<file path="src/rtl/core/lpmr_pkg.sv">
// ----------------------------------------------------------------------------
// lpmr_pkg
// Codes, widths and controller/datapath link types of the message ring core.
// ----------------------------------------------------------------------------
package lpmr_pkg;

   localparam int HDR_BYTES = 4;
   localparam int LEN_W     = 7;

   // commands carried by a request word
   localparam logic [1:0] CMD_PUSH_BEGIN = 2'd0;
   localparam logic [1:0] CMD_PUSH_BYTE  = 2'd1;
   localparam logic [1:0] CMD_POP        = 2'd2;

   // result status codes
   localparam logic [2:0] ST_OK      = 3'd0;
   localparam logic [2:0] ST_INVALID = 3'd1;
   localparam logic [2:0] ST_TOOLONG = 3'd2;
   localparam logic [2:0] ST_NOSPACE = 3'd3;
   localparam logic [2:0] ST_EMPTY   = 3'd4;
   localparam logic [2:0] ST_SEQ     = 3'd5;

   // source of result_length for status-only results
   localparam logic [1:0] LEN_ZERO = 2'd0;
   localparam logic [1:0] LEN_REQ  = 2'd1;
   localparam logic [1:0] LEN_PEND = 2'd2;

   typedef struct packed {
      logic             take_req;
      logic             clr_push;
      logic             arm_push;
      logic             hdr_wr;
      logic [1:0]       hdr_idx;
      logic             push_byte;
      logic             drop_inc;
      logic             set_status;
      logic [2:0]       res_status;
      logic [1:0]       res_len_sel;
      logic             emit_status;
      logic             rd_load;
      logic             rd_issue;
      logic             hdr_cap;
      logic             pop_accept;
      logic             flush;
      logic             emit_byte;
      logic             byte_last;
      logic             pop_done;
   } dp_cmd_type;

   typedef struct packed {
      logic             out_free;
      logic [1:0]       cmd;
      logic             len_zero;
      logic             len_big;
      logic             no_space;
      logic             rem_zero;
      logic             cap_zero;
      logic             fill_short;
      logic             hdr_bad;
      logic             hdr_short;
      logic             hdr_over_cap;
      logic [LEN_W-1:0] hdr_len;
   } dp_stat_type;

endpackage

</file>
<file path="src/rtl/core/lpmr_ctrl.sv">
// ----------------------------------------------------------------------------
// lpmr_ctrl
// Sequencer for push begin, push byte and pop; drives the datapath commands.
// ----------------------------------------------------------------------------
module lpmr_ctrl (
   input  logic                 clock,
   input  logic                 reset,
   input  logic                 req_valid,
   output logic                 req_ready,
   input  lpmr_pkg::dp_stat_type stat,
   output lpmr_pkg::dp_cmd_type  cmd
);

   localparam logic [2:0] S_IDLE     = 3'd0;
   localparam logic [2:0] S_DECODE   = 3'd1;
   localparam logic [2:0] S_HDR_WR   = 3'd2;
   localparam logic [2:0] S_HDR_RD   = 3'd3;
   localparam logic [2:0] S_HDR_CHK  = 3'd4;
   localparam logic [2:0] S_POP_DATA = 3'd5;
   localparam logic [2:0] S_EMIT     = 3'd6;

   logic [2:0]                 state_ff, state_in;
   logic [2:0]                 cnt_ff, cnt_in;
   logic [lpmr_pkg::LEN_W-1:0] rd_left_ff, rd_left_in;
   logic [lpmr_pkg::LEN_W-1:0] em_left_ff, em_left_in;
   logic                       dq_valid_ff, dq_valid_in;
   logic                       emit, issue;

   assign req_ready = (state_ff == S_IDLE);

   always_comb begin
      cmd         = '0;
      state_in    = state_ff;
      cnt_in      = cnt_ff;
      rd_left_in  = rd_left_ff;
      em_left_in  = em_left_ff;
      dq_valid_in = dq_valid_ff;
      emit        = 1'b0;
      issue       = 1'b0;
      case (state_ff)
         S_IDLE: begin
            if (req_valid) begin
               cmd.take_req = 1'b1;
               state_in     = S_DECODE;
            end
         end
         S_DECODE: begin
            cmd.set_status  = 1'b1;
            cmd.res_len_sel = lpmr_pkg::LEN_ZERO;
            state_in        = S_EMIT;
            case (stat.cmd)
               lpmr_pkg::CMD_PUSH_BEGIN: begin
                  cmd.clr_push = 1'b1;
                  if (stat.len_zero) begin
                     cmd.res_status = lpmr_pkg::ST_INVALID;
                  end else if (stat.len_big) begin
                     cmd.res_status = lpmr_pkg::ST_TOOLONG;
                  end else if (stat.no_space) begin
                     cmd.drop_inc   = 1'b1;
                     cmd.res_status = lpmr_pkg::ST_NOSPACE;
                  end else begin
                     cmd.arm_push    = 1'b1;
                     cmd.res_status  = lpmr_pkg::ST_OK;
                     cmd.res_len_sel = lpmr_pkg::LEN_REQ;
                     cnt_in          = '0;
                     state_in        = S_HDR_WR;
                  end
               end
               lpmr_pkg::CMD_PUSH_BYTE: begin
                  if (stat.rem_zero) begin
                     cmd.res_status = lpmr_pkg::ST_SEQ;
                  end else begin
                     cmd.push_byte   = 1'b1;
                     cmd.res_status  = lpmr_pkg::ST_OK;
                     cmd.res_len_sel = lpmr_pkg::LEN_PEND;
                  end
               end
               lpmr_pkg::CMD_POP: begin
                  if (stat.cap_zero) begin
                     cmd.res_status = lpmr_pkg::ST_INVALID;
                  end else if (stat.fill_short) begin
                     cmd.res_status = lpmr_pkg::ST_EMPTY;
                  end else begin
                     cmd.set_status = 1'b0;
                     cmd.rd_load    = 1'b1;
                     cnt_in         = '0;
                     state_in       = S_HDR_RD;
                  end
               end
               default: begin
                  cmd.res_status = lpmr_pkg::ST_INVALID;
               end
            endcase
         end
         S_HDR_WR: begin
            cmd.hdr_wr  = 1'b1;
            cmd.hdr_idx = cnt_ff[1:0];
            cnt_in      = cnt_ff + 3'd1;
            if (cnt_ff == 3'(lpmr_pkg::HDR_BYTES - 1)) begin
               state_in = S_EMIT;
            end
         end
         S_HDR_RD: begin
            // read data lands in the cycle after its address
            cmd.rd_issue = (cnt_ff != 3'(lpmr_pkg::HDR_BYTES));
            cmd.hdr_cap  = (cnt_ff != 3'd0);
            cnt_in       = cnt_ff + 3'd1;
            if (cnt_ff == 3'(lpmr_pkg::HDR_BYTES)) begin
               state_in = S_HDR_CHK;
            end
         end
         S_HDR_CHK: begin
            cmd.res_len_sel = lpmr_pkg::LEN_ZERO;
            if (stat.hdr_bad) begin
               cmd.flush      = 1'b1;
               cmd.set_status = 1'b1;
               cmd.res_status = lpmr_pkg::ST_INVALID;
               state_in       = S_EMIT;
            end else if (stat.hdr_short) begin
               cmd.set_status = 1'b1;
               cmd.res_status = lpmr_pkg::ST_EMPTY;
               state_in       = S_EMIT;
            end else if (stat.hdr_over_cap) begin
               cmd.set_status = 1'b1;
               cmd.res_status = lpmr_pkg::ST_TOOLONG;
               state_in       = S_EMIT;
            end else begin
               cmd.pop_accept = 1'b1;
               rd_left_in     = stat.hdr_len;
               em_left_in     = stat.hdr_len;
               dq_valid_in    = 1'b0;
               state_in       = S_POP_DATA;
            end
         end
         S_POP_DATA: begin
            // one read in flight, refilled as soon as its word is taken
            emit         = dq_valid_ff && stat.out_free;
            issue        = (rd_left_ff != '0) && (!dq_valid_ff || emit);
            cmd.rd_issue = issue;
            if (issue) begin
               rd_left_in = rd_left_ff - 1'b1;
            end
            dq_valid_in = issue || (dq_valid_ff && !emit);
            if (emit) begin
               cmd.emit_byte = 1'b1;
               cmd.byte_last = (em_left_ff == 7'd1);
               em_left_in    = em_left_ff - 1'b1;
               if (em_left_ff == 7'd1) begin
                  cmd.pop_done = 1'b1;
                  state_in     = S_IDLE;
               end
            end
         end
         S_EMIT: begin
            if (stat.out_free) begin
               cmd.emit_status = 1'b1;
               state_in        = S_IDLE;
            end
         end
         default: begin
            state_in = S_IDLE;
         end
      endcase
   end

   always_ff @(posedge clock) begin
      if (reset) begin
         state_ff    <= S_IDLE;
         cnt_ff      <= '0;
         rd_left_ff  <= '0;
         em_left_ff  <= '0;
         dq_valid_ff <= 1'b0;
      end else begin
         state_ff    <= state_in;
         cnt_ff      <= cnt_in;
         rd_left_ff  <= rd_left_in;
         em_left_ff  <= em_left_in;
         dq_valid_ff <= dq_valid_in;
      end
   end

endmodule

</file>
<file path="config.mk">
export PLATFORM = sky130hd
export DESIGN_NAME = lpmr_ctrl
export DESIGN_NICKNAME = d
export VERILOG_FILES = /design/src/rtl/core/lpmr_pkg.sv /design/src/rtl/core/lpmr_ctrl.sv
export SDC_FILE = /design/constraint.sdc
export NUM_CORES = 1
export LEC_CHECK = 0
export BUFFER_PORTS_ARGS = -buffer_cell sky130_fd_sc_hd__buf_2
export CORE_UTILIZATION = 55
export CTS_CLUSTER_SIZE = 30
export DETAILED_ROUTE_END_ITERATION = 10
export GPL_TIMING_DRIVEN = 0
export PLACE_DENSITY = 0.91
export SLEW_MARGIN = 30
export SYNTH_ARGS = -nofsm -noshare
export SYNTH_HDL_FRONTEND = slang
export SYNTH_SLANG_ARGS = --single-unit
</file>
<file path="constraint.sdc">
create_clock -name clock -period 3.5 [get_ports clock]
set_input_delay 0.875 -clock clock [delete_from_list [all_inputs] [get_ports clock]]
set_output_delay 0.875 -clock clock [all_outputs]
set_load 0.05 [all_outputs]
</file>
### Word-level counts from Yosys, hierarchy flattened

Cells that the tools add are included.

* flip-flop bits (word level): 21
* bits in latches: 0
* memories: 0
* output and inout port bits: 24
* bits in writable memories: 0
* memory bits (read-only): 0

* add/subtract/negate cells: 3
* multiply operators: 0
* bitwise operators: 0
* reduce and logical (&&, ||, !) cells: 19
* mux-type cells: 84
* shifts and indexed selects: 0
* divide/modulo/power cells: 0
* equal/unequal tests: 28
* order comparisons: 0

Operator list (count)
* 2-to-1 mux 3 bit: 24
* 2-to-1 mux 7 bit: 5
* 2-to-1 mux 1 bit: 32
* case mux 7 bit (2 select lines): 2
* case mux 3 bit (7 select lines): 1
* inequality test 2 bit (second input constant): 10
* 2-to-1 mux 2 bit: 9
* inequality test 3 bit (second input constant): 6
* case mux 3 bit (2 select lines): 3
* subtractor 7 x 1 -> 7 bit (second input constant): 2
* equality test 3 bit (second input constant): 4
* 2-to-1 mux 4 bit: 3
* case mux 6 bit (2 select lines): 1
* AND reduction 5 bit: 2
* equality test 3 x 2 -> 1 bit (second input constant): 3
* case mux 3 bit (3 select lines): 1
* equality test 7 x 1 -> 1 bit (second input constant): 1
* AND reduction 7 bit: 1
* nonzero test 7 bit: 1
* AND reduction 6 bit: 1
* case mux 1 bit (2 select lines): 2
* case mux 2 bit (2 select lines): 1
* AND reduction 4 bit: 1
* nonzero test 2 bit: 2
* other kinds (12): 16

### Longest topological paths before layout

Gate-level depths: netlist of the first run.

* depth in word-level cells: 5
* mapped depth: 7
* depth with buffers taken out: 6

### Least setup slack after synthesis of the first run

No wires, ideal clock.

* path kind: register -> output
* from: register state_ff[1]
* to: output port cmd[20] (netlist bit)
* path slack: -209 ps
* arrival: 2834 ps
* stages on the path, launching flop included: 5
* cells stage by stage: dfxtp_1 clkbuf_1 or3b_2 or3_1 nor4_1

RTL lines
* start, declared: line lpmr_ctrl.sv:22 `logic [2:0] state_ff, state_in;`
* start signal, assigned: line lpmr_ctrl.sv:174 `state_ff <= state_in;`
* end, declared: line lpmr_ctrl.sv:11 `output lpmr_pkg::dp_cmd_type cmd`

==> metrics.txt, run 1 <==
hold endpoint=rd_left_ff[6]; failing checks=design-rule violations; CP arrival=2.35 ns; IO Pins=46; Initial Util=0.600; Synth-to-Final Area Change=17.2%; async set-reset flop share out of synthesis=0; number of max-cap violations=0; Tcrit/Tclk final=0.922; most common flop cell mapped by yosys=dfxtp_1; DP Area=1960 µm²; Lkg Pwr=0.000817 µW; IO buf count=44; CTS H-tree lvls=1; HP Class=reg -> reg; Unique masters post-synth=50; nets=309; Max Fanout on Critical Path=10; post-synthesis sequential element count=21; measured slew at the worst slew-check pin=0.688 ns; Post-Syn Instances=232; Core ar.=2830 µm²; GPL Wtd Cong=0.902; Setup Crit Path Kind=reg -> out; # setup viols final=0; f_max=310 MHz; CP top delay family=simple AND/OR/NAND/NOR gates; DRT Pass-1 Iters=7; vias in the first global route=1,529; power share of the sequential group=0.252; Comb pwr share=0.642; final setup TNS=0 ns; total number of vias=1,884; Post-Place Setup Slack=0.457 ns; pin count of the biggest net entering global routing=13; flop2flop setup slack=1.44 ns; Hold Crit Start=rd_left_ff[6]; Post-synth EDFFs=0; Hold Path Depth=2; antenna violations before repair=0; clock power share=0.106; Final Slew Violations=0; die extent in x=57.6 µm; worst skew pair latency=0.32 ns; clock tree buffer depth=2; share of post-route cells with drive strength above 1=0.225; DR iter-0 viols=118; Worst Setup Start Kind=flip-flop; total CTS buffers=3; die area=3310 µm²; Synth Area per Inst=7.32 µm²; # Post-CTS Setup Buffers=0; DRC violations left=2; NetSw=618 µW; sequential area share after synthesis=0.248; relative slew slack=0.539; CP max stage cell=or3b_2; cell with the most instances after synthesis=nor2_1; leading area contributor after synthesis=dfxtp_1; top cell type's share of synthesized area=0.248; total wire length=4380 µm; clock skew=0.0156 ns; Die Y=57.6 µm; FF-to-FF Start=rd_left_ff[0]; Total GRT Usage=0.262; grt ovf=0; synth warn=0; endpoint class of the critical path=output port; global-route wire length before repair=6820 µm; row count=19; sw frac=0.536; area of the mapped netlist=1700 µm²; Critical Path RT=2.62 ns; hpwl dp=3280 µm; reg2reg end=rd_left_ff[5]; outcome=complete, but fails checks; Cell Pwr Density=579 nW/µm²; post-route ant nets=0; wire per inst=14.1 µm; fin crit period=3.23 ns; Final Worst Setup Slack=0.273 ns; CP max stage delay=0.56 ns; worst reg2reg path depth=7; peak supply drop=0.369 mV; crit-path cells=clkbuf_1 > or3b_2 > or3_1 > nor3_1 > a21o_1 > buf_2; syn nets=260; utilization after layout=0.704; Via density=6.06; CTS tree=yes; Root Driver=clkbuf_4; clk slew on worst S/H paths=0.13 ns; largest cells by area after synthesis=dfxtp_1 (25%), a21oi_1 (6.8%), nor2_1 (5.5%); CTS Sinks=21; Fin. Hold Viols=0; Post-synth top cells=nor2_1 (25), a21oi_1 (23), dfxtp_1 (21), nor3_1 (15), inv_1 (13); RSZ-0062 raised after global routing=false; design area=1990 µm²; Int Pwr=535 µW; Worst Path Buf+Inv=2; antenna cells=0
logic make-up (layout without fill, tap and decap cells):
| logic type | after synthesis | in the layout | synth area share |
|---|---|---|---|
| adder cells (fa/ha/maj) | 6 | 6 | 0.0442 |
| AO/OA/AOI/OAI | 77 | 77 | 0.309 |
| AND/OR/NAND/NOR | 97 | 97 | 0.312 |
| flip-flops | 21 | 21 | 0.248 |
| multiplexers | 2 | 2 | 0.0125 |
| buffers and inverters | 29 | 77 | 0.0744 |
sequential cells by signal, indices dropped and copies added (netlist names):
signal	flops
cnt_ff	3
dq_valid_ff	1
em_left_ff	7
rd_left_ff	7
state_ff	3
cell type report:
cell class,instances,area [µm²]
clock buffers,3,22.5
flip-flops and latches,21,420
well taps,31,38.8
repair buffers,44,220
clock inverters,1,5.00
fillers,223,838
plain buffers,16,77.6
inverters,13,48.8
multi-input cells,182,1160
metal layers:
layer  GRT usage  up-vias  wire, µm  share of wire
met4      0.0871        0        50          0.011
li1            -      950         -              -
met5           0        -         0              0
met2       0.420       62      2050           0.47
met3      0.0476        6       248          0.057
met1       0.356      866      2030           0.46
worst max path at each step:
stage / from / endpoint / slack [ns] / cells past startpoint
global placement: stat[16] / cmd[7] / 0.47 / 4
floorplan: state_ff[1] / cmd[20] / -0.21 / 4
finish: state_ff[1] / cmd[12] / 0.27 / 6
CTS: rd_left_ff[0] / cmd[6] / 0.10 / 7
detailed placement: stat[16] / cmd[7] / 0.46 / 4
global route: state_ff[1] / cmd[12] / 0.15 / 6
what timing repair did:
action	in CTS	in global routing
hold buffers	0	0
gates resized for setup	0	1
setup endpoints to repair	0	1
through the flow:
step	instances	total power [µW]	hold WS, ns
final	311	1150	0.485
after global routing	311	1230	0.523
after CTS	311	1150	0.479
after detailed placement	307	1020	0.460
after global placement	307	1020	0.456
after floorplan	232	868	0.442
tightest hold or removal path, cell delays in order, from the launching register on:
cell,delay [ns]
dfxtp_1,0.34
nand2b_1,0.06
o21ai_1,0.05
cells in the final DEF, fill, tap and decap left out, types with 3 or more instances in the layout:
master / synthesis / final
o21ai_1: 5 / 5
and3_1: 3 / 3
buf_2: 2 / 46
o21a_1: 3 / 3
and2_1: 3 / 3
dfxtp_1: 21 / 21
nor2b_1: 4 / 4
clkbuf_1: 11 / 11
nand2_1: 11 / 11
a21oi_1: 23 / 23
or4_1: 3 / 3
nor2_1: 25 / 25
nand2b_1: 7 / 7
nor4b_1: 4 / 3
inv_1: 13 / 13
a221o_1: 6 / 6
clkbuf_4: 0 / 3
a21boi_0: 3 / 3
ha_1: 6 / 6
nor3_1: 15 / 15
nor4_1: 5 / 5
a211oi_1: 7 / 7
a21o_1: 4 / 4
o21ai_0: 10 / 10
nand3b_1: 5 / 5
power by group through the flow:
stage | combinational (µW) | sequential, µW | clock, µW
floorplan | 578 | 290 | 0
CTS | 731 | 290 | 125
global route | 801 | 294 | 134
detailed placement | 727 | 295 | 0
finish | 740 | 290 | 122
global placement | 722 | 293 | 0
No activity file was read; power rests on OpenSTA's default activity.
==> inputs of run 2 (changes only) <==
ABC_AREA = 1   (was unset)
PLACE_DENSITY = 0.92   (was 0.91)
==> run 2 against run 1 <==
  * The flow now finishes without violations
  * Clock skew down 0.0087 ns
  * Synthesized cell count up 22%
  * Routed wire length down 7.3%
  * Critical path depth down 1
  * Combinational power up 1%
  * Clock power about the same
  * Global-route usage down 1.2 points
  * Largest power group unchanged
==> metrics.txt, run 2 <==
fin crit period=2.85 ns; measured slew at the worst slew-check pin=0.390 ns; CP top delay family=buffers and inverters; DR iter-0 viols=95; Post-synth EDFFs=0; Critical Path RT=2.62 ns; share of post-route cells with drive strength above 1=0.183; Die Y=56.4 µm; Unique masters post-synth=29; Post-synth top cells=nand2_1 (74), nor2_1 (63), inv_1 (41), o21ai_0 (23), dfxtp_1 (21); async set-reset flop share out of synthesis=0; CP arrival=1.98 ns; HP Class=reg -> reg; leading area contributor after synthesis=dfxtp_1; die extent in x=56.4 µm; Synth Area per Inst=5.73 µm²; wire per inst=11.2 µm; Synth-to-Final Area Change=18.5%; sequential area share after synthesis=0.258; Core ar.=2780 µm²; nets=362; Via density=5.26; CP max stage cell=dfxtp_1; pin count of the biggest net entering global routing=12; synth warn=0; Worst Path Buf+Inv=3; number of max-cap violations=0; endpoint class of the critical path=output port; total number of vias=1,915; die area=3180 µm²; IO buf count=45; hpwl dp=3160 µm; utilization after layout=0.693; IO Pins=46; total wire length=4060 µm; DRT Pass-1 Iters=4; f_max=351 MHz; global-route wire length before repair=6420 µm; post-route ant nets=0; CTS tree=yes; area of the mapped netlist=1630 µm²; # setup viols final=0; CTS Sinks=21; Post-Layout Cell Count=364; largest cells by area after synthesis=dfxtp_1 (26%), nand2_1 (17%), nor2_1 (15%); Fin. Hold Viols=0; GPL Wtd Cong=0.891; final setup TNS=0 ns; cell with the most instances after synthesis=nand2_1; peak supply drop=0.491 mV; Cell Pwr Density=624 nW/µm²; vias in the first global route=1,548; row count=19; Tcrit/Tclk final=0.815; CP max stage delay=0.48 ns; Final Slew Violations=0; Post-Syn Instances=284; # Post-CTS Setup Buffers=0; top cell type's share of synthesized area=0.258; syn nets=312; RSZ-0062 raised after global routing=false; most frequent cells in the layout=nand2_1 (74), nor2_1 (63), buf_2 (46); most common cell after layout, fill and taps aside=nand2_1; CTS H-tree lvls=1; Lkg Pwr=0.00106 µW; Post-CTS Resized=0; placed cells=360; outcome=completed; antenna cells=0; most common flop cell mapped by yosys=dfxtp_1; Max Fanout on Critical Path=10; Total GRT Usage=0.250; post-synthesis sequential element count=21; Worst Setup Start Kind=flip-flop; Largest regs=em_left_ff (7), rd_left_ff (7); clock skew=0.00690 ns; Root Driver=clkbuf_4; Initial Util=0.585; clk slew on worst S/H paths=0.11 ns; worst skew pair latency=0.31 ns; clock tree buffer depth=2; DRC violations left=0; Post-CTS Hold Buffers=0; antenna violations before repair=0; relative slew slack=0.740; Setup Crit Path Kind=reg -> out; crit-path cells=nand3_2 > clkbuf_1 > nor3_1 > buf_4 > buf_2; grt ovf=0; Hold Slack=0.509 ns; total CTS buffers=3
## run 2: cell count changes after synthesis, moves of 10 or more
cell / before / now
nand2_1: 11 / 74
nor2_1: 25 / 63
inv_1: 13 / 41
o21ai_0: 10 / 23
a21oi_1: 23 / 11
nand3_1: 2 / 14
clkbuf_1: 11 / 1
## run 2: worst min-delay path, delay by kind of cell (launching register included)
family | cells | cell delay [ns]
flip-flops | 1 | 0.34
AO/OA/AOI/OAI | 2 | 0.13
## run 2: layout make-up
type,instances,area [µm²]
plain buffers,5,41.3
clock buffers,4,26.3
fillers,269,853
inverters,41,154
multi-input cells,217,1020
flip-flops and latches,21,420
well taps,31,38.8
repair buffers,45,225
## run 2: power breakdown
part	switching (µW)	leakage, µW	internal (µW)	total (µW)
Sequential	46.4	0.000171	288	335
Combinational	533	0.000873	215	749
Clock	75.4	0.0000150	44.5	120
## run 2: kinds of logic after synthesis
group                    count (synthesis)  share of synthesized area
buffers and inverters                   46                      0.120
flip-flops                              21                      0.258
AND/OR/NAND/NOR                        169                      0.428
adder cells (fa/ha/maj)                  6                     0.0462
AO/OA/AOI/OAI                           42                      0.147
## run 2: path summary, 6_finish.rpt
check	from	end	slack [ns]	depth (start not counted)
worst min-delay path	cnt_ff[2]	cnt_ff[2]	0.51	2
worst min register to register	cnt_ff[2]	cnt_ff[2]	0.51	2
worst max-delay path	state_ff[0]	cmd[1]	0.65	5
worst max register to register	state_ff[0]	em_left_ff[5]	1.89	7
## run 2: per-stage QoR
stage / power, µW / setup slack [ns] / cell area (µm²)
finish: 1200 / 0.647 / 1930
global route: 1300 / 0.484 / 1930
CTS: 1200 / 0.651 / 1930
detailed placement: 1080 / 0.724 / 1900
global placement: 1060 / 0.737 / 1900
floorplan: 923 / -0.0176 / 1640
## run 2: metal layers
| metal | wire, µm | up-vias | global-route usage | part of all wire |
|---|---|---|---|---|
| li1 | - | 999 | - | - |
| met1 | 1920 | 854 | 0.322 | 0.47 |
| met2 | 1910 | 58 | 0.434 | 0.47 |
| met3 | 189 | 4 | 0.0438 | 0.047 |
| met4 | 41 | 0 | 0.0592 | 0.010 |
| met5 | 0 | - | 0 | 0 |
==> inputs of run 3 (changes only) <==
CORE_UTILIZATION = 47   (was 55)
PLACE_DENSITY = 0.84   (was 0.92)
clock period = 2.32 ns   (was 3.5 ns; I/O delays follow)
==> run 3 against run 2 <==
  * Design area is 5.9% higher
  * Sequential share of layout area decreased by 0.91 points
  * Total power up 60%
  * Die area is 16% higher
  * Setup slack lost 0.61 ns
  * Flip-flop and latch count unchanged
  * Highest routed layer unchanged
==> metrics.txt, run 3 (synthesized netlist as in run 2, its figures left out) <==
antenna violations before repair=0; most common cell after layout, fill and taps aside=nand2_1; Int Pwr=866 µW; Max Fanout on Critical Path=6; worst skew pair latency=0.32 ns; IO Pins=46; Core ar.=3180 µm²; clock power share=0.101; Post-CTS Hold Buffers=0; CTS H-tree lvls=1; HP Class=reg -> reg; Tcrit/Tclk final=0.982; outcome=completed; peak supply drop=0.688 mV; post-route ant nets=0; global-route wire length before repair=6760 µm; Hold Crit Start=rd_left_ff[0]; DR iter-0 viols=108; utilization after layout=0.643; sw frac=0.549; GRT met1 Usage=0.312; nets=363; worst reg2reg path depth=8; Synth-to-Final Area Change=25.5%; DRT Pass-1 Iters=6; IO buf count=45; clock tree buffer depth=2; flop2flop setup slack=0.69 ns; DRC violations left=0; Fillers=325; GPL Wtd Cong=0.881; global routing's busiest layer=met2; CTS Sinks=21; total number of vias=1,882; row count=20; hpwl dp=3140 µm; NetSw=1050 µW; CP arrival=1.70 ns; Worst Setup Start Kind=flip-flop; fin crit period=2.28 ns; Via density=4.98; Root Driver=clkbuf_4; # setup viols final=0; wire per inst=11.2 µm; number of max-cap violations=0; Fin. Hold Viols=0; Setup Crit Path Kind=reg -> out; Total GRT Usage=0.243; Largest regs=em_left_ff (7), rd_left_ff (7); total wire length=4220 µm; Initial Util=0.512; Final Slew Violations=0; CTS tree=yes; grt ovf=0; GR Layer Usage met2=0.432; Hold Path Depth=2; vias in the first global route=1,637; power share of the sequential group=0.277; Critical Path RT=1.74 ns; FF-to-FF Start=rd_left_ff[0]; Die Y=60.8 µm; clock skew=0.00904 ns; share of post-route cells with drive strength above 1=0.246; endpoint class of the critical path=output port; relative slew slack=0.797; Lkg Pwr=0.00108 µW; pin count of the biggest net entering global routing=12; Cell Pwr Density=941 nW/µm²; Hold Slack=0.489 ns; hold endpoint=rd_left_ff[0]; Comb pwr share=0.622; antenna cells=0; die area=3700 µm²; f_max=439 MHz; total CTS buffers=3; measured slew at the worst slew-check pin=0.304 ns; most frequent cells in the layout=nand2_1 (73), nor2_1 (56), buf_2 (40); reg2reg end=rd_left_ff[3]; clk slew on worst S/H paths=0.13 ns; die extent in x=60.8 µm; met3 global-route usage=0.0256
run 3: power by group through the flow:
stage	Combinational [µW]	Clock, µW	Sequential (µW)
4_1_cts	1150	191	512
6_report	1190	194	532
3_5_place_dp	1140	0	514
2_1_floorplan	914	0	497
5_1_grt	1320	212	544
3_3_place_gp	1120	0	511
run 3: routing by layer:
layer | vias up | share of wire
li1 | 996 | -
met1 | 832 | 0.49
met2 | 45 | 0.46
met3 | 9 | 0.035
met4 | 0 | 0.016
met5 | - | 0
run 3: how the worst max path moves through the flow:
stage,startpoint,to,slack [ns],cells past startpoint
6_report,rd_left_ff[0],cmd[6],0.04,6
5_1_grt,rd_left_ff[0],cmd[6],-0.03,6
4_1_cts,state_ff[1],cmd[1],-0.03,6
3_5_place_dp,state_ff[0],cmd[1],0.13,5
3_3_place_gp,state_ff[0],cmd[1],0.13,5
2_1_floorplan,stat[16],cmd[10],-0.41,2
run 3: cell type report:
cell class	count	area [µm²]	area share
multi-input combinational	217	1080	0.531
sequential	21	427	0.209
clock buffer	4	26.3	0.0129
tap	44	55.1	0.0270
buffer	5	45.0	0.0221
timing repair buffer	46	251	0.123
inverter	41	154	0.0754
run 3: worst max-delay path, cell delays in order (launching register included):
cell and delay [ns]:
dfxtp_1 0.34, inv_1 0.08, ha_2 0.22, nand4_1 0.26, nand2_2 0.18, o21ai_1 0.09, buf_4 0.20
run 3: per-stage QoR:
stage	instance area [µm²]	worst slack, ns	total power (µW)	TNS (ns)	instances
4_1_cts	1990	-0.0301	1860	-0.0368	377
2_1_floorplan	1670	-0.413	1410	-1.73	284
6_report	2040	0.0409	1920	0	378
5_1_grt	2040	-0.0336	2080	-0.0336	378
3_3_place_gp	1950	0.127	1630	0	373
3_5_place_dp	1950	0.129	1650	0	373
run 3: repair_timing:
action                                  in CTS  in global routing
pin swaps                                    0                  2
hold endpoints to repair                     0                  0
endpoints found under the setup margin       8                 10
gates resized for setup                      8                 19
setup buffers                                0                  1
